==> src/hw/rtl/bole_pkg.sv <==
// Shared types and constants for the bounded ordered list engine.
// No dependencies; used by bole_cell and bounded_ordered_list_engine.
`default_nettype none

package bole_pkg;

  localparam int unsigned DataW      = 32;
  localparam int unsigned CntW       = 5;
  localparam int unsigned StoreDepth = 16;
  localparam int unsigned CmdW       = 3;
  localparam int unsigned StatusW    = 3;
  localparam int unsigned InTdataW   = 72;  // 67 payload bits padded to bytes
  localparam int unsigned OutTdataW  = 40;
  localparam int unsigned CapacityDef = 16;

  typedef enum logic [CmdW-1:0] {
    CMD_INS_FRONT = 3'd0,
    CMD_INS_BACK  = 3'd1,
    CMD_INS_KEY   = 3'd2,
    CMD_DEL_FRONT = 3'd3,
    CMD_DEL_BACK  = 3'd4,
    CMD_LIST      = 3'd5
  } cmd_e;

  typedef enum logic [StatusW-1:0] {
    STAT_DONE  = 3'd0,
    STAT_EMPTY = 3'd1,
    STAT_NOKEY = 3'd2,
    STAT_FULL  = 3'd3,
    STAT_ELEM  = 3'd4
  } status_e;

  typedef enum logic [2:0] {
    CELL_IDLE,
    CELL_MATCH,
    CELL_INSERT,
    CELL_SHIFT_LEFT,
    CELL_ROTATE
  } cell_op_e;

  typedef enum logic [1:0] {
    INS_NONE,
    INS_FRONT,
    INS_BACK,
    INS_KEY
  } ins_mode_e;

  typedef enum logic [1:0] {
    ST_IDLE,
    ST_SEARCH,
    ST_EDIT,
    ST_LIST
  } state_e;

  // Broadcast from the controller to every cell.
  typedef struct packed {
    cell_op_e         op;
    ins_mode_e        mode;
    logic [CntW-1:0]  occ;
    logic [DataW-1:0] value;
    logic [DataW-1:0] key;
  } cell_ctrl_t;

endpackage

`default_nettype wire

==> src/hw/rtl/bole_cell.sv <==
// One list cell: holds one entry, compares it to the key and trades words
// with its neighbors. Depends on bole_pkg.
`default_nettype none

module bole_cell #(
  parameter int unsigned Idx = 0
) (
  input  wire logic                      clk_i,
  input  wire logic                      rst_ni,
  input  wire bole_pkg::cell_ctrl_t      ctrl_i,
  input  wire logic [bole_pkg::DataW-1:0] left_i,
  input  wire logic [bole_pkg::DataW-1:0] right_i,
  input  wire logic [bole_pkg::DataW-1:0] head_i,
  input  wire logic                      seen_i,
  output logic      [bole_pkg::DataW-1:0] val_o,
  output logic                           seen_o
);
  import bole_pkg::*;

  localparam logic [CntW-1:0] IdxC = CntW'(Idx);

  logic [DataW-1:0] val_q, val_d;
  logic             match_q, match_d;
  logic             here;

  // insert point of this cell
  always_comb begin
    case (ctrl_i.mode)
      INS_FRONT: here = (IdxC == '0);
      INS_BACK:  here = (IdxC == ctrl_i.occ);
      INS_KEY:   here = match_q;
      default:   here = 1'b0;
    endcase
  end

  assign seen_o = seen_i | here;
  assign val_o  = val_q;

  always_comb begin
    val_d   = val_q;
    match_d = match_q;
    case (ctrl_i.op)
      CELL_MATCH: match_d = (IdxC < ctrl_i.occ) && (val_q == ctrl_i.key);
      CELL_INSERT: begin
        if (seen_i) begin
          val_d = left_i;
        end else if (here) begin
          val_d = ctrl_i.value;
        end
      end
      CELL_SHIFT_LEFT: val_d = right_i;
      CELL_ROTATE: begin
        // live entries move one toward the front; the head wraps to the tail
        if ((IdxC + 1'b1) < ctrl_i.occ) begin
          val_d = right_i;
        end else if ((IdxC + 1'b1) == ctrl_i.occ) begin
          val_d = head_i;
        end
      end
      default: ;
    endcase
  end

  always_ff @(posedge clk_i or negedge rst_ni) begin
    if (!rst_ni) begin
      match_q <= 1'b0;
    end else begin
      match_q <= match_d;
    end
  end

  always_ff @(posedge clk_i) begin
    val_q <= val_d;
  end

endmodule

`default_nettype wire

==> src/hw/rtl/bounded_ordered_list_engine.sv <==
// Top level of the bounded ordered list engine: controller, result register
// and the row of bole_cell entries. Depends on bole_pkg and bole_cell.
`default_nettype none

// The engine keeps an ordered list of up to min(CAPACITY, 16) signed 32-bit
// words in a row of cells, front at cell 0. One command is taken at a time.
// Insert front, insert back, delete front and delete back go from accept to
// an edit state in which the cells move in parallel (delete back only lowers
// the count). Insert before key first passes a search state where every cell
// compares its word against the key and registers a match flag; the first
// match is then found by a ripple through the row. Listing N held words
// rotates the row one place per cycle while the result register is free, and
// cell 0 is emitted each time; after N steps the original order is restored.
// The next command is accepted once the last result is in the output
// register. Results with stall on the master side simply hold the
// controller. Words never written are never read, so cell words need no reset.
module bounded_ordered_list_engine #(
  parameter int unsigned CAPACITY = bole_pkg::CapacityDef
) (
  input  wire logic                          clk_i,
  input  wire logic                          rst_ni,
  // command word
  input  wire logic                          s_axis_tvalid_i,
  output logic                               s_axis_tready_o,
  // [2:0] command, [34:3] value, [66:35] key, [71:67] zero
  input  wire logic [bole_pkg::InTdataW-1:0] s_axis_tdata_i,
  // result word
  output logic                               m_axis_tvalid_o,
  input  wire logic                          m_axis_tready_i,
  // [2:0] status, [34:3] element, [39:35] count
  output logic      [bole_pkg::OutTdataW-1:0] m_axis_tdata_o,
  output logic                               m_axis_tlast_o
);
  import bole_pkg::*;

  localparam int unsigned Held = (CAPACITY < StoreDepth) ? CAPACITY : StoreDepth;
  localparam logic [CntW-1:0] HeldC = CntW'(Held);

  state_e state_q, state_d;

  cmd_e             cmd_q;
  logic [DataW-1:0] value_q, key_q;
  logic [CntW-1:0]  occ_q, occ_d;
  logic [CntW-1:0]  list_q, list_d;

  logic                 out_valid_q;
  logic [OutTdataW-1:0] out_data_q;
  logic                 out_last_q;

  logic             slot_free, accept, full, empty, found, list_last;
  logic             res_load, res_last;
  status_e          res_status;
  logic [DataW-1:0] res_elem;
  cell_ctrl_t       ctrl;
  cell_op_e         cell_op;
  ins_mode_e        mode;

  logic [DataW-1:0] val   [Held];
  logic             seen  [Held+1];

  assign slot_free = !out_valid_q || m_axis_tready_i;
  assign accept    = s_axis_tvalid_i && s_axis_tready_o;
  assign full      = (occ_q >= HeldC);
  assign empty     = (occ_q == '0);
  assign found     = seen[Held];
  assign list_last = ((list_q + 1'b1) == occ_q);

  // ---------------------------------------------------------------------
  // Cell row
  // ---------------------------------------------------------------------
  always_comb begin
    case (cmd_q)
      CMD_INS_FRONT: mode = INS_FRONT;
      CMD_INS_BACK:  mode = INS_BACK;
      CMD_INS_KEY:   mode = INS_KEY;
      default:       mode = INS_NONE;
    endcase
  end

  assign ctrl.op    = cell_op;
  assign ctrl.mode  = mode;
  assign ctrl.occ   = occ_q;
  assign ctrl.value = value_q;
  assign ctrl.key   = key_q;

  assign seen[0] = 1'b0;

  for (genvar i = 0; i < Held; i++) begin : g_cell
    logic [DataW-1:0] left_w, right_w;
    // the ends see themselves; only shift left selects one, in the last cell
    if (i == 0) begin : g_first
      assign left_w = val[i];
    end else begin : g_mid_l
      assign left_w = val[i-1];
    end
    if (i == Held - 1) begin : g_last
      assign right_w = val[i];
    end else begin : g_mid_r
      assign right_w = val[i+1];
    end

    bole_cell #(
      .Idx(i)
    ) u_cell (
      .clk_i  (clk_i),
      .rst_ni (rst_ni),
      .ctrl_i (ctrl),
      .left_i (left_w),
      .right_i(right_w),
      .head_i (val[0]),
      .seen_i (seen[i]),
      .val_o  (val[i]),
      .seen_o (seen[i+1])
    );
  end

  // ---------------------------------------------------------------------
  // Controller: next state
  // ---------------------------------------------------------------------
  always_comb begin
    state_d = state_q;
    case (state_q)
      ST_IDLE: begin
        if (s_axis_tvalid_i) begin
          case (s_axis_tdata_i[CmdW-1:0])
            CMD_INS_KEY: state_d = ST_SEARCH;
            CMD_INS_FRONT, CMD_INS_BACK, CMD_DEL_FRONT, CMD_DEL_BACK,
            CMD_LIST: state_d = ST_EDIT;
            default: state_d = ST_IDLE;  // unused codes are dropped
          endcase
        end
      end
      ST_SEARCH: state_d = ST_EDIT;
      ST_EDIT: begin
        if (slot_free) begin
          state_d = (cmd_q == CMD_LIST && !empty) ? ST_LIST : ST_IDLE;
        end
      end
      ST_LIST: begin
        if (slot_free && list_last) begin
          state_d = ST_IDLE;
        end
      end
      default: state_d = ST_IDLE;
    endcase
  end

  // ---------------------------------------------------------------------
  // Controller: outputs
  // ---------------------------------------------------------------------
  always_comb begin
    s_axis_tready_o = 1'b0;
    cell_op         = CELL_IDLE;
    occ_d           = occ_q;
    list_d          = list_q;
    res_load        = 1'b0;
    res_status      = STAT_DONE;
    res_elem        = '0;
    res_last        = 1'b1;
    case (state_q)
      ST_IDLE:   s_axis_tready_o = 1'b1;
      ST_SEARCH: cell_op = CELL_MATCH;
      ST_EDIT: begin
        if (slot_free) begin
          res_load = 1'b1;
          case (cmd_q)
            CMD_INS_FRONT, CMD_INS_BACK: begin
              if (full) begin
                res_status = STAT_FULL;
              end else begin
                cell_op = CELL_INSERT;
                occ_d   = occ_q + 1'b1;
              end
            end
            CMD_INS_KEY: begin
              // empty beats not-found beats full
              if (empty) begin
                res_status = STAT_EMPTY;
              end else if (!found) begin
                res_status = STAT_NOKEY;
              end else if (full) begin
                res_status = STAT_FULL;
              end else begin
                cell_op = CELL_INSERT;
                occ_d   = occ_q + 1'b1;
              end
            end
            CMD_DEL_FRONT: begin
              if (empty) begin
                res_status = STAT_EMPTY;
              end else begin
                cell_op = CELL_SHIFT_LEFT;
                occ_d   = occ_q - 1'b1;
              end
            end
            CMD_DEL_BACK: begin
              if (empty) begin
                res_status = STAT_EMPTY;
              end else begin
                occ_d = occ_q - 1'b1;
              end
            end
            CMD_LIST: begin
              if (empty) begin
                res_status = STAT_EMPTY;
              end else begin
                res_load = 1'b0;
                list_d   = '0;
              end
            end
            default: res_load = 1'b0;
          endcase
        end
      end
      ST_LIST: begin
        if (slot_free) begin
          res_load   = 1'b1;
          res_status = STAT_ELEM;
          res_elem   = val[0];
          res_last   = list_last;
          cell_op    = CELL_ROTATE;
          list_d     = list_q + 1'b1;
        end
      end
      default: ;
    endcase
  end

  // ---------------------------------------------------------------------
  // Registers
  // ---------------------------------------------------------------------
  always_ff @(posedge clk_i or negedge rst_ni) begin
    if (!rst_ni) begin
      state_q     <= ST_IDLE;
      occ_q       <= '0;
      list_q      <= '0;
      out_valid_q <= 1'b0;
    end else begin
      state_q <= state_d;
      occ_q   <= occ_d;
      list_q  <= list_d;
      if (res_load) begin
        out_valid_q <= 1'b1;
      end else if (m_axis_tready_i) begin
        out_valid_q <= 1'b0;
      end
    end
  end

  // command and result payload
  always_ff @(posedge clk_i) begin
    if (accept) begin
      cmd_q   <= cmd_e'(s_axis_tdata_i[CmdW-1:0]);
      value_q <= s_axis_tdata_i[CmdW +: DataW];
      key_q   <= s_axis_tdata_i[CmdW+DataW +: DataW];
    end
    if (res_load) begin
      out_data_q <= {occ_d, res_elem, res_status};
      out_last_q <= res_last;
    end
  end

  assign m_axis_tvalid_o = out_valid_q;
  assign m_axis_tdata_o  = out_data_q;
  assign m_axis_tlast_o  = out_last_q;

endmodule

`default_nettype wire

==> config.mk <==
export PLATFORM = sky130hd
export DESIGN_NAME = bounded_ordered_list_engine
export DESIGN_NICKNAME = d
export VERILOG_FILES = /design/src/hw/rtl/bole_pkg.sv /design/src/hw/rtl/bole_cell.sv /design/src/hw/rtl/bounded_ordered_list_engine.sv
export SDC_FILE = /design/constraint.sdc
export NUM_CORES = 2
export LEC_CHECK = 0
export BUFFER_PORTS_ARGS = -buffer_cell sky130_fd_sc_hd__buf_2
export CAP_MARGIN = 20
export CORE_MARGIN = 2
export CORE_UTILIZATION = 55
export CTS_BUF_LIST = sky130_fd_sc_hd__clkbuf_4 sky130_fd_sc_hd__clkbuf_8 sky130_fd_sc_hd__clkbuf_16
export CTS_CLUSTER_DIAMETER = 60
export DETAILED_ROUTE_END_ITERATION = 10
export GPL_TIMING_DRIVEN = 0
export PLACE_DENSITY = 0.71
export SLEW_MARGIN = 25
export SYNTH_ARGS = -nofsm -noshare
export SYNTH_HDL_FRONTEND = slang
export SYNTH_HIERARCHICAL = 1
export SYNTH_SLANG_ARGS = --single-unit
==> constraint.sdc <==
create_clock -name clk_i -period 21.1 [get_ports clk_i]
set_input_delay 3.165 -clock clk_i [delete_from_list [all_inputs] [get_ports clk_i]]
set_output_delay 3.165 -clock clk_i [all_outputs]
set_load 0.05 [all_outputs]
==> qor.csv <==
stage,metric,value,unit
worst_setup_path,path_max_fanout,32,
global_route,grt_max_degree,54,
global_route,grt_pass1_wl,274,mm
place,placedCellCount,4887,
power_and_ir_drop,ir_drop,0.128,mV
clock_tree,cts_sinks,649,
synth,ys_ff_latch,649,
routing,wl_per_cell,39.9,um
routing,drc_errors,0,
job,drv_cap,0,
worst_setup_path,path_common_cell,buf_2,
outcome,status,completed,
place,port_buffers,113,
worst_setup_path,start_kind,flip-flop,
die,start_util,55.3,%
worst_setup_path,critPathMaxStageDelay,750,ps
sta,fin_tns_setup,0,ps
sta,fmax,55.5,MHz
sta,period_needed,18010,ps
synth,postSynthAreaPerCell,12.0,sq um
finish,finalNetCount,4009,
clock_tree,post_cts_buffers,0,
worst_setup_path,cp.required,21360,ps
sta,rsz0062_at_grt,false,
die,die_x,282,um
synth,synth_area,0.0426,sq mm
sta,period_share,85.3,%
die,dieHeight,282,um
routing,first_iter_violations,7359,
finish,drive_gt1_share,18.9,%
routing,drtPass1Iterations,8,
sta,maxSlewViolCount,0,
sta,max_slew_margin,13.6,%
clock_tree,clock_latency,670,ps
routing,vias,38800,
clock_tree,cts.htree.levels,3,
die,rows,102,
power_and_ir_drop,leakagePower,0.0206,uW
worst_setup_path,critPathSlowestCell,a31o_2,
global_route,grt_usage,49.2,%
synth,synthCells,3554,
synth,synth-edff-count,620,
worst_setup_path,r2r-end,g_cell[5].u_cell/val_o[5],
place,post-place-ws,3970,ps
die,core,0.0771,sq mm
power_and_ir_drop,power.density,132,mW/mm^2
min_path,min_path_cells,2,
worst_setup_path,end_kind,flip-flop,
worst_setup_path,rr_startpoint,cmd_q[1],
synth,yosys.cell_types.count,99,
worst_setup_path,reg2regPathDepth,61,
die,dieArea,0.0798,sq mm
routing,routed_wl,201,mm
synth,ys_seq_area_share,45.4,%
min_path,hp-start,g_cell[14].u_cell/match_q,
place,dpl_cell_area,0.0476,sq mm
sta,tightest_slew,1300,ps
min_path,hp-class,flip-flop to flip-flop,
synth,yosysWarnings,6,
global_route,grt_pass1_vias,36300,
clock_tree,clkSlewWorstSetupHoldPaths,60,ps
clock_tree,ctsHoldBuffers,0,
clock_tree,numCtsBuffers,80,
finish,final_area,0.0504,sq mm
sta,finalHoldViolations,0,
worst_setup_path,crit_type,flip-flop to flip-flop,
sta,setup_slack,3090,ps
place,dpl.hpwl,151,mm
routing,ant_nets,0,
finish,fillers,6061,
global_route,antenna_found_initial,6,
die,ios,119,
place,gp_congestion,1.00,
global_route,grt_remaining_overflow,0,
synth,synth_flop_cell,edfxtp_1,
sta,finalSetupViolations,0,
clock_tree,ctsResizeCount,0,
clock_tree,cts_tree,done,
synth,syn_nets,3633,
finish,syn_to_final_growth,18.1,%
clock_tree,cts_buffer_depth,3,
clock_tree,cts_root_buffer,clkbuf_16,
sta,finalClockSkew,37.2,ps
worst_setup_path,arrival,18270,ps
synth,synthArstFlopShare,4.47,%
min_path,worstHoldEndpoint,g_cell[14].u_cell/match_q,
routing,vias_per_cell,7.70,
finish,final_cell_count_no_fill,5038,
worst_setup_path,r2r_slack,3090,ps
synthesized netlist by cell type, types with 9 or more instances:
cell | instances | share of area [%]
a21o_1 | 18 | 0.32
a21oi_1 | 13 | 0.15
a221o_1 | 502 | 12
a221o_2 | 10 | 0.26
a22o_1 | 9 | 0.18
a31o_2 | 10 | 0.21
and2_1 | 35 | 0.51
buf_12 | 33 | 1.5
buf_2 | 68 | 0.80
buf_4 | 29 | 0.51
buf_6 | 69 | 1.8
clkbuf_1 | 18 | 0.16
dfrtp_1 | 29 | 1.7
edfxtp_1 | 620 | 44
inv_1 | 30 | 0.26
mux2i_1 | 515 | 12
nand2_1 | 38 | 0.33
nand2_4 | 9 | 0.24
nand3_1 | 28 | 0.33
nand3b_1 | 15 | 0.26
nand4_1 | 33 | 0.48
nor2_1 | 538 | 4.7
nor2b_1 | 9 | 0.13
nor3_1 | 14 | 0.16
nor4_1 | 112 | 1.6
o21ai_0 | 18 | 0.21
o21ai_2 | 9 | 0.18
o31ai_2 | 11 | 0.32
or3b_1 | 14 | 0.29
or3b_4 | 15 | 0.40
xnor2_1 | 76 | 1.6
xor2_1 | 450 | 9.2
logic make-up after synthesis:
group / Yosys count / synth area share, %
AO/OA/AOI/OAI: 675 / 15.3
multiplexers: 515 / 12.1
other: 1 / 0.00879
buffers and inverters: 261 / 5.40
flip-flops: 649 / 45.4
XOR/XNOR: 526 / 10.8
AND/OR/NAND/NOR: 924 / 11.0
adder cells (fa/ha/maj): 3 / 0.0880
stage by stage:
step	utilization [%]	total power [uW]	hold slack (ps)
finish	65.3	6660	492
global route	65.3	6740	511
CTS	65.3	6450	488
detailed placement	61.8	5000	476
global placement	57.7	4730	468
floorplan	-	3820	447
where the power goes:
part	internal, uW	switching, uW
registers	1850	476
logic	1140	1720
clock network	872	600
total	3870	2790
per-layer routing:
metal	track usage (%)	part of all wire, %	vias up
met1	59.9	33	18600
met2	68.5	40	4121
li1	-	-	14700
met5	0.427	0.066	-
met4	39.2	11	10
met3	20.0	16	1332
worst max-delay path, delay by kind of cell (launching register included):
kind / cells / cell delay [ps]
AO/OA/AOI/OAI: 21 / 4710
XOR/XNOR: 1 / 190
buffers and inverters: 36 / 11490
flip-flops: 1 / 320
AND/OR/NAND/NOR: 3 / 810
layout make-up:
cell class	count	area (sq um)	share of cell area, %
Timing Repair Buffer	294	3570	7.09
Multi-Input combinational cell	2644	21100	41.9
Tap cell	1040	1300	2.58
Buffer	231	2190	4.35
Clock inverter	51	596	1.18
Sequential cell	649	19400	38.4
Antenna cell	5	12.5	0.0248
Inverter	30	113	0.224
Clock buffer	94	2140	4.24
registers in the layout, summed over array words and instances, names as in the netlist:
signal,flops
state_q,2
m_axis_tdata_o,40
g_cell.u_cell/match_q,16
key_q,32
value_q,32
g_cell.u_cell/val_o,512
list_q,5
m_axis_tvalid_o,1
occ_q,5
cmd_q,3
m_axis_tlast_o,1
worst max path at each step:
stage / start / end / slack [ps] / depth (start not counted)
after floorplan: cmd_q[0] / g_cell[8].u_cell/val_o[0] / 3170 / 55
after detailed placement: cmd_q[1] / g_cell[5].u_cell/val_o[14] / 3970 / 61
after CTS: cmd_q[1] / g_cell[5].u_cell/val_o[30] / 3890 / 61
final: cmd_q[1] / g_cell[5].u_cell/val_o[5] / 3090 / 61
after global routing: cmd_q[1] / g_cell[4].u_cell/val_o[15] / 2700 / 61
after global placement: cmd_q[1] / g_cell[12].u_cell/val_o[2] / -7580 / 57
layout by cell type, fill, tap and decap left out, drive strengths merged, types with 7 or more instances in the layout:
master	instances
edfxtp	620
nor2	542
mux2i	515
a221o	512
buf	498
xor2	450
clkbuf	121
nor4	115
xnor2	76
nand2	53
and2	36
o21ai	36
nand4	33
inv	33
clkinv	33
or3b	31
dfrtp	29
nand3	28
o31ai	19
a21o	18
nor3	18
nand3b	17
a31o	14
a21oi	13
bufinv	12
nor2b	10
a22o	9
a31oi	7
or4	7
No activity file was read; power rests on OpenSTA's default activity.
